`src/rtl/spq_pkg.sv`:
```
// Package for the sorted priority queue.
// Holds field widths, action and status codes and the controller-to-datapath command type.
// No dependencies.
package spq_pkg;

    localparam int DEPTH_DEF = 8;
    localparam int KEY_W     = 32;
    localparam int ACT_W     = 2;
    localparam int IDX_W     = 3;
    localparam int ST_W      = 3;
    localparam int CNT_OUT_W = 4;
    localparam int IN_W      = 40;
    localparam int OUT_W     = 72;

    localparam logic [ACT_W-1:0] ACT_INSERT = 2'd0;
    localparam logic [ACT_W-1:0] ACT_DELETE = 2'd1;
    localparam logic [ACT_W-1:0] ACT_READ   = 2'd2;

    localparam logic [ST_W-1:0] ST_OK       = 3'd0;
    localparam logic [ST_W-1:0] ST_FULL     = 3'd1;
    localparam logic [ST_W-1:0] ST_EMPTY    = 3'd2;
    localparam logic [ST_W-1:0] ST_NOTFOUND = 3'd3;
    localparam logic [ST_W-1:0] ST_RANGE    = 3'd4;

    typedef struct packed {
        logic load;
        logic exec;
    } t_dp_cmd;

endpackage

```
`src/rtl/spq_datapath.sv`:
```
// Datapath of the sorted priority queue: the row of key cells, the count and result registers.
// Depends on spq_pkg; driven by commands from spq_ctrl.
module spq_datapath #(
    parameter int DEPTH = spq_pkg::DEPTH_DEF
) (
    input  logic                                 i_clk,
    input  logic                                 i_rst_n,
    input  spq_pkg::t_dp_cmd                     i_cmd,
    input  logic [spq_pkg::ACT_W-1:0]            i_action,
    input  logic signed [spq_pkg::KEY_W-1:0]     i_key,
    input  logic [spq_pkg::IDX_W-1:0]            i_index,
    output logic [spq_pkg::ST_W-1:0]             o_status,
    output logic [spq_pkg::CNT_OUT_W-1:0]        o_count,
    output logic signed [spq_pkg::KEY_W-1:0]     o_head_key,
    output logic signed [spq_pkg::KEY_W-1:0]     o_read_key
);

    localparam int CW = $clog2(DEPTH + 1);
    localparam int RW = (CW > spq_pkg::IDX_W) ? CW : spq_pkg::IDX_W;

    logic [spq_pkg::ACT_W-1:0]             r_action;
    logic signed [spq_pkg::KEY_W-1:0]      r_key;
    logic [spq_pkg::IDX_W-1:0]             r_index;
    logic signed [spq_pkg::KEY_W-1:0]      r_entries [DEPTH];
    logic signed [spq_pkg::KEY_W-1:0]      n_entries [DEPTH];
    logic signed [spq_pkg::KEY_W-1:0]      e_dn      [DEPTH];
    logic signed [spq_pkg::KEY_W-1:0]      e_up      [DEPTH];
    logic [CW-1:0]                         r_count;
    logic [CW-1:0]                         n_count;
    logic [spq_pkg::ST_W-1:0]              r_status;
    logic [spq_pkg::ST_W-1:0]              n_status;
    logic signed [spq_pkg::KEY_W-1:0]      r_read_key;
    logic signed [spq_pkg::KEY_W-1:0]      n_read_key;
    logic signed [spq_pkg::KEY_W-1:0]      sel_key;
    logic [DEPTH-1:0]                      lt;
    logic [DEPTH-1:0]                      eq;
    logic [DEPTH-1:0]                      lt_prev;
    logic [DEPTH-1:0]                      ins_at;
    logic [DEPTH-1:0]                      del_hit;
    logic                                  found;
    logic                                  in_range;

    // Each cell compares the key with its own entry; the row is kept in descending order,
    // so the cells that hold a greater key form an unbroken run from the head.
    always_comb begin
        for (int i = 0; i < DEPTH; i++) begin
            lt[i] = (CW'(i) < r_count) && (r_key < r_entries[i]);
            eq[i] = (CW'(i) < r_count) && (r_key == r_entries[i]);
        end
        lt_prev = {lt[DEPTH-2:0], 1'b1};
        ins_at  = ~lt & lt_prev;
        del_hit = eq & lt_prev;
        found   = |del_hit;
        e_dn[0]       = r_entries[0];
        e_up[DEPTH-1] = r_entries[DEPTH-1];
        for (int i = 0; i < DEPTH - 1; i++) begin
            e_dn[i+1] = r_entries[i];
            e_up[i]   = r_entries[i+1];
        end
        in_range = RW'(r_index) < RW'(r_count);
        sel_key  = '0;
        for (int i = 0; i < DEPTH; i++) begin
            if (RW'(r_index) == RW'(i)) begin
                sel_key = r_entries[i];
            end
        end
    end

    always_comb begin
        n_entries  = r_entries;
        n_count    = r_count;
        n_status   = spq_pkg::ST_OK;
        n_read_key = '0;
        unique case (r_action)
            spq_pkg::ACT_INSERT: begin
                if (r_count == CW'(DEPTH)) begin
                    n_status = spq_pkg::ST_FULL;
                end else begin
                    for (int i = 0; i < DEPTH; i++) begin
                        if (lt[i]) begin
                            n_entries[i] = r_entries[i];
                        end else if (ins_at[i]) begin
                            n_entries[i] = r_key;
                        end else begin
                            n_entries[i] = e_dn[i];
                        end
                    end
                    n_count = r_count + CW'(1);
                end
            end
            spq_pkg::ACT_DELETE: begin
                if (r_count == '0) begin
                    n_status = spq_pkg::ST_EMPTY;
                end else if (!found) begin
                    n_status = spq_pkg::ST_NOTFOUND;
                end else begin
                    for (int i = 0; i < DEPTH; i++) begin
                        n_entries[i] = lt[i] ? r_entries[i] : e_up[i];
                    end
                    n_count = r_count - CW'(1);
                end
            end
            spq_pkg::ACT_READ: begin
                if (in_range) begin
                    n_read_key = sel_key;
                end else begin
                    n_status = spq_pkg::ST_RANGE;
                end
            end
            default: begin
                n_status = spq_pkg::ST_OK;
            end
        endcase
    end

    always_ff @(posedge i_clk) begin
        if (i_cmd.load) begin
            r_action <= i_action;
            r_key    <= i_key;
            r_index  <= i_index;
        end
        if (i_cmd.exec) begin
            r_entries  <= n_entries;
            r_status   <= n_status;
            r_read_key <= n_read_key;
        end
        if (!i_rst_n) begin
            r_count <= '0;
        end else if (i_cmd.exec) begin
            r_count <= n_count;
        end
    end

    assign o_status   = r_status;
    assign o_count    = spq_pkg::CNT_OUT_W'(r_count);
    assign o_head_key = (r_count != '0) ? r_entries[0] : '0;
    assign o_read_key = r_read_key;

endmodule

```
`src/rtl/spq_ctrl.sv`:
```
// Controller of the sorted priority queue: sequences accept, execute and result delivery.
// Depends on spq_pkg; commands spq_datapath.
module spq_ctrl (
    input  logic             i_clk,
    input  logic             i_rst_n,
    input  logic             i_s_tvalid,
    output logic             o_s_tready,
    output logic             o_m_tvalid,
    input  logic             i_m_tready,
    output spq_pkg::t_dp_cmd o_cmd
);

    typedef enum logic [1:0] {
        S_IDLE,
        S_EXEC,
        S_RESP
    } t_state;

    t_state r_state;
    logic   r_m_tvalid;
    logic   ready;
    logic   load;

    assign ready      = i_rst_n &&
                        ((r_state == S_IDLE) || ((r_state == S_RESP) && i_m_tready));
    assign load       = ready && i_s_tvalid;
    assign o_s_tready = ready;
    assign o_m_tvalid = r_m_tvalid;
    assign o_cmd.load = load;
    assign o_cmd.exec = (r_state == S_EXEC);

    always_ff @(posedge i_clk) begin
        if (!i_rst_n) begin
            r_state    <= S_IDLE;
            r_m_tvalid <= 1'b0;
        end else begin
            unique case (r_state)
                S_IDLE: begin
                    if (load) begin
                        r_state <= S_EXEC;
                    end
                end
                S_EXEC: begin
                    r_state    <= S_RESP;
                    r_m_tvalid <= 1'b1;
                end
                S_RESP: begin
                    if (i_m_tready) begin
                        r_m_tvalid <= 1'b0;
                        r_state    <= load ? S_EXEC : S_IDLE;
                    end
                end
                default: begin
                    r_state    <= S_IDLE;
                    r_m_tvalid <= 1'b0;
                end
            endcase
        end
    end

endmodule

```
`src/rtl/sorted_priority_queue.sv`:
```
// Sorted priority queue of signed 32-bit keys, top level with stream ports.
// Instantiates spq_ctrl and spq_datapath; depends on spq_pkg.
// Each transaction is one insert, delete or read and returns one result transaction. The
// operands are captured at the accepting edge, the row of compare-and-shift cells updates
// in the execute state that follows, and the result is then offered until it is taken.
// A new transaction is taken only in the idle state or in the cycle that the result is
// taken, so a new item is not taken before the last result is taken, and a result that
// waits stalls the input until it is taken. The queue keeps up to DEPTH keys, highest
// first; an insert goes ahead of equal keys and a delete removes the first equal key.
// The count field reports the count in four bits.
module sorted_priority_queue #(
    parameter int DEPTH = spq_pkg::DEPTH_DEF
) (
    input  logic                       i_clk,
    input  logic                       i_rst_n,
    input  logic                       i_s_tvalid,
    output logic                       o_s_tready,
    // action[1:0], key[33:2], index[36:34], zero fill [39:37]
    input  logic [spq_pkg::IN_W-1:0]   i_s_tdata,
    output logic                       o_m_tvalid,
    input  logic                       i_m_tready,
    // status[2:0], count[6:3], head_key[38:7], read_key[70:39], zero fill [71]
    output logic [spq_pkg::OUT_W-1:0]  o_m_tdata
);

    spq_pkg::t_dp_cmd                    cmd;
    logic [spq_pkg::ST_W-1:0]            status;
    logic [spq_pkg::CNT_OUT_W-1:0]       count;
    logic signed [spq_pkg::KEY_W-1:0]    head_key;
    logic signed [spq_pkg::KEY_W-1:0]    read_key;

    spq_ctrl u_ctrl (
        .i_clk      (i_clk),
        .i_rst_n    (i_rst_n),
        .i_s_tvalid (i_s_tvalid),
        .o_s_tready (o_s_tready),
        .o_m_tvalid (o_m_tvalid),
        .i_m_tready (i_m_tready),
        .o_cmd      (cmd)
    );

    spq_datapath #(
        .DEPTH (DEPTH)
    ) u_datapath (
        .i_clk      (i_clk),
        .i_rst_n    (i_rst_n),
        .i_cmd      (cmd),
        .i_action   (i_s_tdata[1:0]),
        .i_key      (i_s_tdata[33:2]),
        .i_index    (i_s_tdata[36:34]),
        .o_status   (status),
        .o_count    (count),
        .o_head_key (head_key),
        .o_read_key (read_key)
    );

    assign o_m_tdata = {1'b0, read_key, head_key, count, status};

`ifndef ASSERT_OFF
    a_no_accept_while_held: assert property (@(posedge i_clk) disable iff (!i_rst_n)
        o_s_tready |-> (!o_m_tvalid || i_m_tready))
        else $error("input taken while a result is still held");

    a_no_result_after_accept: assert property (@(posedge i_clk) disable iff (!i_rst_n)
        (i_s_tvalid && o_s_tready) |=> !o_m_tvalid)
        else $error("result shown in the cycle after acceptance");

    a_empty_head_zero: assert property (@(posedge i_clk) disable iff (!i_rst_n)
        (o_m_tvalid && (DEPTH < 16) && (o_m_tdata[6:3] == '0)) |-> (o_m_tdata[38:7] == '0))
        else $error("head key not zero on an empty queue");
`endif

endmodule

```
`config.mk`:
```
export PLATFORM = sky130hd
export DESIGN_NAME = sorted_priority_queue
export DESIGN_NICKNAME = d
export VERILOG_FILES = /design/src/rtl/spq_pkg.sv /design/src/rtl/spq_datapath.sv /design/src/rtl/spq_ctrl.sv /design/src/rtl/sorted_priority_queue.sv
export SDC_FILE = /design/constraint.sdc
export NUM_CORES = 1
export LEC_CHECK = 0
export BUFFER_PORTS_ARGS = -buffer_cell sky130_fd_sc_hd__buf_4
export CORE_MARGIN = 8
export CORE_UTILIZATION = 55
export CTS_BUF_LIST = sky130_fd_sc_hd__clkbuf_4 sky130_fd_sc_hd__clkbuf_8 sky130_fd_sc_hd__clkbuf_16
export CTS_CLUSTER_SIZE = 20
export DETAILED_ROUTE_END_ITERATION = 6
export PLACE_DENSITY = 0.75
export SYNTH_ARGS = -nofsm -noshare
export SYNTH_HDL_FRONTEND = slang
export SYNTH_HIERARCHICAL = 1
export SYNTH_SLANG_ARGS = --single-unit
```
`constraint.sdc`:
```
create_clock -name i_clk -period 3.9 [get_ports i_clk]
set_clock_uncertainty 0.2 [all_clocks]
set_input_delay 0.78 -clock i_clk [delete_from_list [all_inputs] [get_ports i_clk]]
set_output_delay 0.78 -clock i_clk [all_outputs]
set_load 0.01 [all_outputs]
```
After elaboration in Yosys (flattened, before gate mapping)
Index checks and enable logic that the tools add are counted.
- add/subtract/negate cells: 2
- magnitude comparators: 17
- eq/ne operators: 40
- muxes and demuxes: 51
- bitwise gates (word level): 7
- reduce and logical (&&, ||, !) cells: 39
- operators by type and width (cell ; number):
    two-way mux 32 bit ; 32
    two-way mux 256 bit ; 3
    case mux 256 bit (2 select lines) ; 1
    == test 32 bit ; 8
    < comparator 32 bit ; 8
    AND reduction 7 bit ; 6
    != test 2 bit (second input constant) ; 17
    logical AND 1 bit ; 19
    bitwise AND 8 bit ; 2
    < comparator 3 x 4 -> 1 bit (first input constant) ; 4
    == test 3 bit (second input constant) ; 4
    two-way mux 4 bit ; 3
    AND reduction 5 bit ; 2
    case mux 3 bit (3 select lines) ; 1
    < comparator 1 x 4 -> 1 bit (first input constant) ; 2
    < comparator 2 x 4 -> 1 bit (first input constant) ; 2
    NOT 8 bit ; 1
    case mux 4 bit (2 select lines) ; 1
    AND reduction 8 bit ; 1
    OR reduction 8 bit ; 1
    == test 3 x 2 -> 1 bit (second input constant) ; 2
    two-way mux 2 bit ; 3
    two-way mux 3 bit ; 2
    != test 2 x 1 -> 1 bit (second input constant) ; 3
    other kinds (18) ; 28
- bits in registers: 335
- input bits: 44
- output and inout bits: 74
- logic and storage cells: 172

Logic depth before layout (Yosys ltp)
- depth after elaboration: 9
- mapped depth: 14
- gate-level depth less buffers: 12

Cells and area by module
The synthesis kept the hierarchy.
- by module, submodules not included (module ; instances ; cells an instance ; area each (um2) ; seq. area each (um2)):
    spq_datapath ; 1 ; 2575 ; 24264.5 ; 9929.5
    spq_ctrl ; 1 ; 13 ; 152.6 ; 60.1
    sorted_priority_queue ; 1 ; 2 ; 11.3 ; 0.0

Least setup slack after synthesis
OpenSTA, ideal clock, no wires.
- path type: flip-flop to flip-flop
- from: register u_datapath/r_key[25] (netlist bit)
- to: register u_datapath.r_entries, in the netlist u_datapath/e_dn[128], enable pin
- setup time: 0.394 ns
- data arrival time: 3.594 ns
- required time: 3.306 ns
- slack: -0.288 ns
- cell stages (with the launch flop): 12
- buffers on the path: 0
- period minus slack after synthesis: 4.188 ns
- cell sequence: edfxtp_1 -> ha_1 -> a21o_1 -> a221o_1 -> a221oi_2 -> and2_1 -> a221o_1 -> o311ai_1 -> o2111ai_1 -> nor3_4 -> nor2_2 -> o31a_1
- word-level cells in the longest chain between the ends: 6
- elaborated cells on any way between the ends: 36
- those cells by class: order compare: 7; eq/ne: 11; bitwise: 1; reduce/logical: 17
- ends and longest elaborated chain (item ; RTL line ; RTL):
    from (decl) ; spq_datapath.sv:22 ; logic signed [spq_pkg::KEY_W-1:0] r_key;
    from (signal assigned) ; spq_datapath.sv:119 ; r_key <= i_key;
    < comparator 32 bit / == test 32 bit (equally long branches) ; spq_datapath.sv:47, spq_datapath.sv:48 ;
    logical AND 1 bit, on equally long branches ; spq_datapath.sv:47, spq_datapath.sv:48 ;
    bitwise AND 8 bit ; spq_datapath.sv:52 ; del_hit = eq & lt_prev;
    OR reduction 8 bit ; spq_datapath.sv:53 ; found = |del_hit;
    != test 2 x 1 -> 1 bit (no line) ; n/a ;
    AND reduction 7 bit (no line) * ; n/a ;
    to (signal assigned) ; spq_datapath.sv:123 ; r_entries <= n_entries;
    to (decl) ; spq_datapath.sv:24 ; logic signed [spq_pkg::KEY_W-1:0] r_entries [DEPTH];
Mark *: on every way between the ends. The rest lies on a longest branch, timed or not.
A chain may end at the register's enable or synchronous reset.

==> run metrics <==
Max Cap Viol=0; antenna violations before repair=1; initial core utilization=between 50 and 60%; clock sink count=roughly 340; Reg clk slew, reported paths=about 0.060 ns; synthesized area=between 20000 and 25000 um^2; Setup CP Type=reg2reg; utilization after layout=70.5%; CP Capture Type=flip-flop; Tcrit/Tclk final=106%; Worst-Margin Slew=around 1.2 ns; syn_nets=roughly 2900; Tightest Hold Check Type=in2reg; DRT Pass-1 Iters=6; count leader, synth=edfxtp_1; Post-synth top cells=edfxtp_1 (328), nand2_1 (319), inv_1 (262); global-route wire length before repair=128000 um; status=finished with violations; pwr dens=just under 300 nW/um^2; total power=9.17 mW; Final Max Tran Viols=0; synthesized instance count=roughly 2600; synthesized flop and latch total=~340; CTS root buffer=clkbuf_16; worst relative slew slack=between 10% and 20%; Total Routing Usage GR=between 30% and 40%; Final min period=4.15 ns; Hold Buf Count CTS=0; routability-driven placement congestion ratio=between 0.9 and 1; largest net degree at the start of global routing=123; vias per inst=approximately 6.3; top cells by area, synth=edfxtp_1 (40%), ha_1 (13%), mux2i_1 (10%); Data required, critical path=roughly 4 ns; Critical Path AT=between 4 and 5 ns; CTS tree=yes; area growth from synthesis to layout=27.2%; failing checks=setup timing; GRT overflow=0; vias post-DR=22600; Final setup viols=around 370; Row Count=a little under 80; Critical Path Start Type=flip-flop; ratio of cells with drive above 1 in the final layout=22.6%; routed length on met1=~33000 um; Seq/Total Area, Yosys=40.9%; Die Height=about 230 um; Die ar.=slightly above 50000 um^2; H-tree Lvls=2; Yosys top cell area share=about two fifths; final hold vios=0; CTS buffer count=40; core area=44000 um^2; PortBufs=approximately 110; Async SR Flop Fraction=0%; routed wl met3=about 9600 um; Post-Route WL=approximately 87000 um; fmax=0.241 GHz; clk buf depth=3; Top FF cell, synth=edfxtp_1; yosys warns=6; drt initial violations=between 2000 and 3000; routed wl met2=a little under 40000 um; WL/cell=24.3 um; num ports=between 100 and 150; Clk Latency, worst-skew pair=roughly 0.57 ns; highest routed layer=met4; Hold Slack=0.185 ns; Synth cell types=73; Nets=approximately 3300; EDFF count, synth=328; Lkg Pwr=13.4 nW; antenna viol nets, final=0; Final Worst Setup Slack=-0.253 ns; DR DRC count=0; peak supply drop=about 0.49 mV; Mean Syn Cell Area=9.43 um^2; vias in the first global route=~22000; Max Fanout on Critical Path=17; cell taking the most area after synthesis=edfxtp_1; Die X=around 230 um; RSZ-0062 raised after global routing=yes; DP Wirelength=a little under 60000 um
==> what timing repair did <==
item,4_1_cts,5_1_grt
gates resized for setup,117,55
pin swaps,36,42
endpoints found under the setup margin,484,471
hold endpoints to repair,0,0
buffers inserted,42,19
cloned,8,3
==> cells by family (layout without fill, tap and decap cells) <==
logic type               count (synthesis)  after routing  synth area share (%)
AND/OR/NAND/NOR                        663            663                  12.0
AO/OA/AOI/OAI                          648            648                  16.0
buffers and inverters                  426            818                  7.15
flip-flops                             335            335                  40.9
adder cells (fa/ha/maj)                261            261                  13.4
multiplexers                           252            252                  10.4
XOR/XNOR                                 4              4                 0.143
other                                    1              3                0.0154
==> layout by cell type, fill, tap and decap left out, drive strengths merged, types with 9 or more instances in the layout <==
| cell type | count |
|---|---|
| a2111oi | 23 |
| a211oi | 31 |
| a21o | 32 |
| a21oi | 152 |
| a221oi | 11 |
| and2 | 9 |
| and4 | 14 |
| buf | 481 |
| clkbuf | 50 |
| clkinv | 19 |
| edfxtp | 328 |
| ha | 261 |
| inv | 262 |
| mux2i | 248 |
| nand2 | 320 |
| nand3 | 30 |
| nand4 | 38 |
| nor2 | 183 |
| nor2b | 19 |
| nor3 | 11 |
| nor4 | 9 |
| o21ai | 305 |
| o221ai | 9 |
| o22a | 23 |
==> worst max-delay path, cell delays in order (launching register included) <==
cell and delay (ns):
edfxtp_1 0.41, buf_6 0.15, buf_6 0.16, ha_4 0.27, nand4_1 0.29, nor4_4 0.37
buf_4 0.17, a211oi_1 0.09, o211a_4 0.29, mux2_4 0.31, or2_2 0.36, nor2b_4 0.20
buf_12 0.24, mux2i_1 0.24, o21ai_0 0.11
==> final timing paths <==
check	slack, ns	endpoint	depth (start not counted)	start
worst min-delay path	0.19	u_datapath/r_key[27]	1	i_s_tdata[29]
worst min register to register	0.31	u_ctrl/o_m_tvalid	1	u_ctrl/o_m_tvalid
worst max-delay path	-0.25	u_datapath/e_dn[74]	14	u_datapath/r_key[15]
worst max register to register	-0.25	u_datapath/e_dn[74]	14	u_datapath/r_key[15]
==> stage by stage <==
stage                     cells  cell area (um^2)  setup slack, ns  TNS, ns
final                      3576             31100           -0.253   -51.61
after global routing       3574             31100           -0.369   -92.88
after CTS                  3553             30500          -0.0971   -10.55
after detailed placement   3433             28000           -0.399  -119.96
after global placement     3433             28000           -0.408  -113.32
after floorplan            2590             24400           -0.211   -33.82
==> registers in the layout (all words and copies together) (netlist names) <==
register and count:
u_datapath/r_key 32, u_datapath/e_dn 224, u_ctrl/o_m_tvalid 1, u_datapath/o_count 4, u_ctrl/r_state 2, u_datapath/r_index 3, u_datapath/e_up 32, u_datapath/o_status 3
u_datapath/o_read_key 32, u_datapath/r_action 2
==> area by class of cell <==
type / count / area (um^2)
timing repair buffer: 485 / 4500
multi-input combinational: 1829 / 13600
fill: 3194 / 13000
tap: 592 / 741
clock inverter: 24 / 189
sequential: 335 / 9990
clock buffer: 47 / 1070
inverter: 262 / 983
antenna: 2 / 5.00
==> routing by layer <==
layer,global-route usage (%),vias to the layer above
met2,50.8,1421
met4,18.6,0
li1,-,10100
met3,7.48,363
met5,0,-
met1,41.1,10700
==> power by group <==
group	internal, mW	switching [mW]
sequential	4.04	0.0629
clock	2.15	1.58
combinational	0.565	0.767
(Power assumes the default switching activity.)
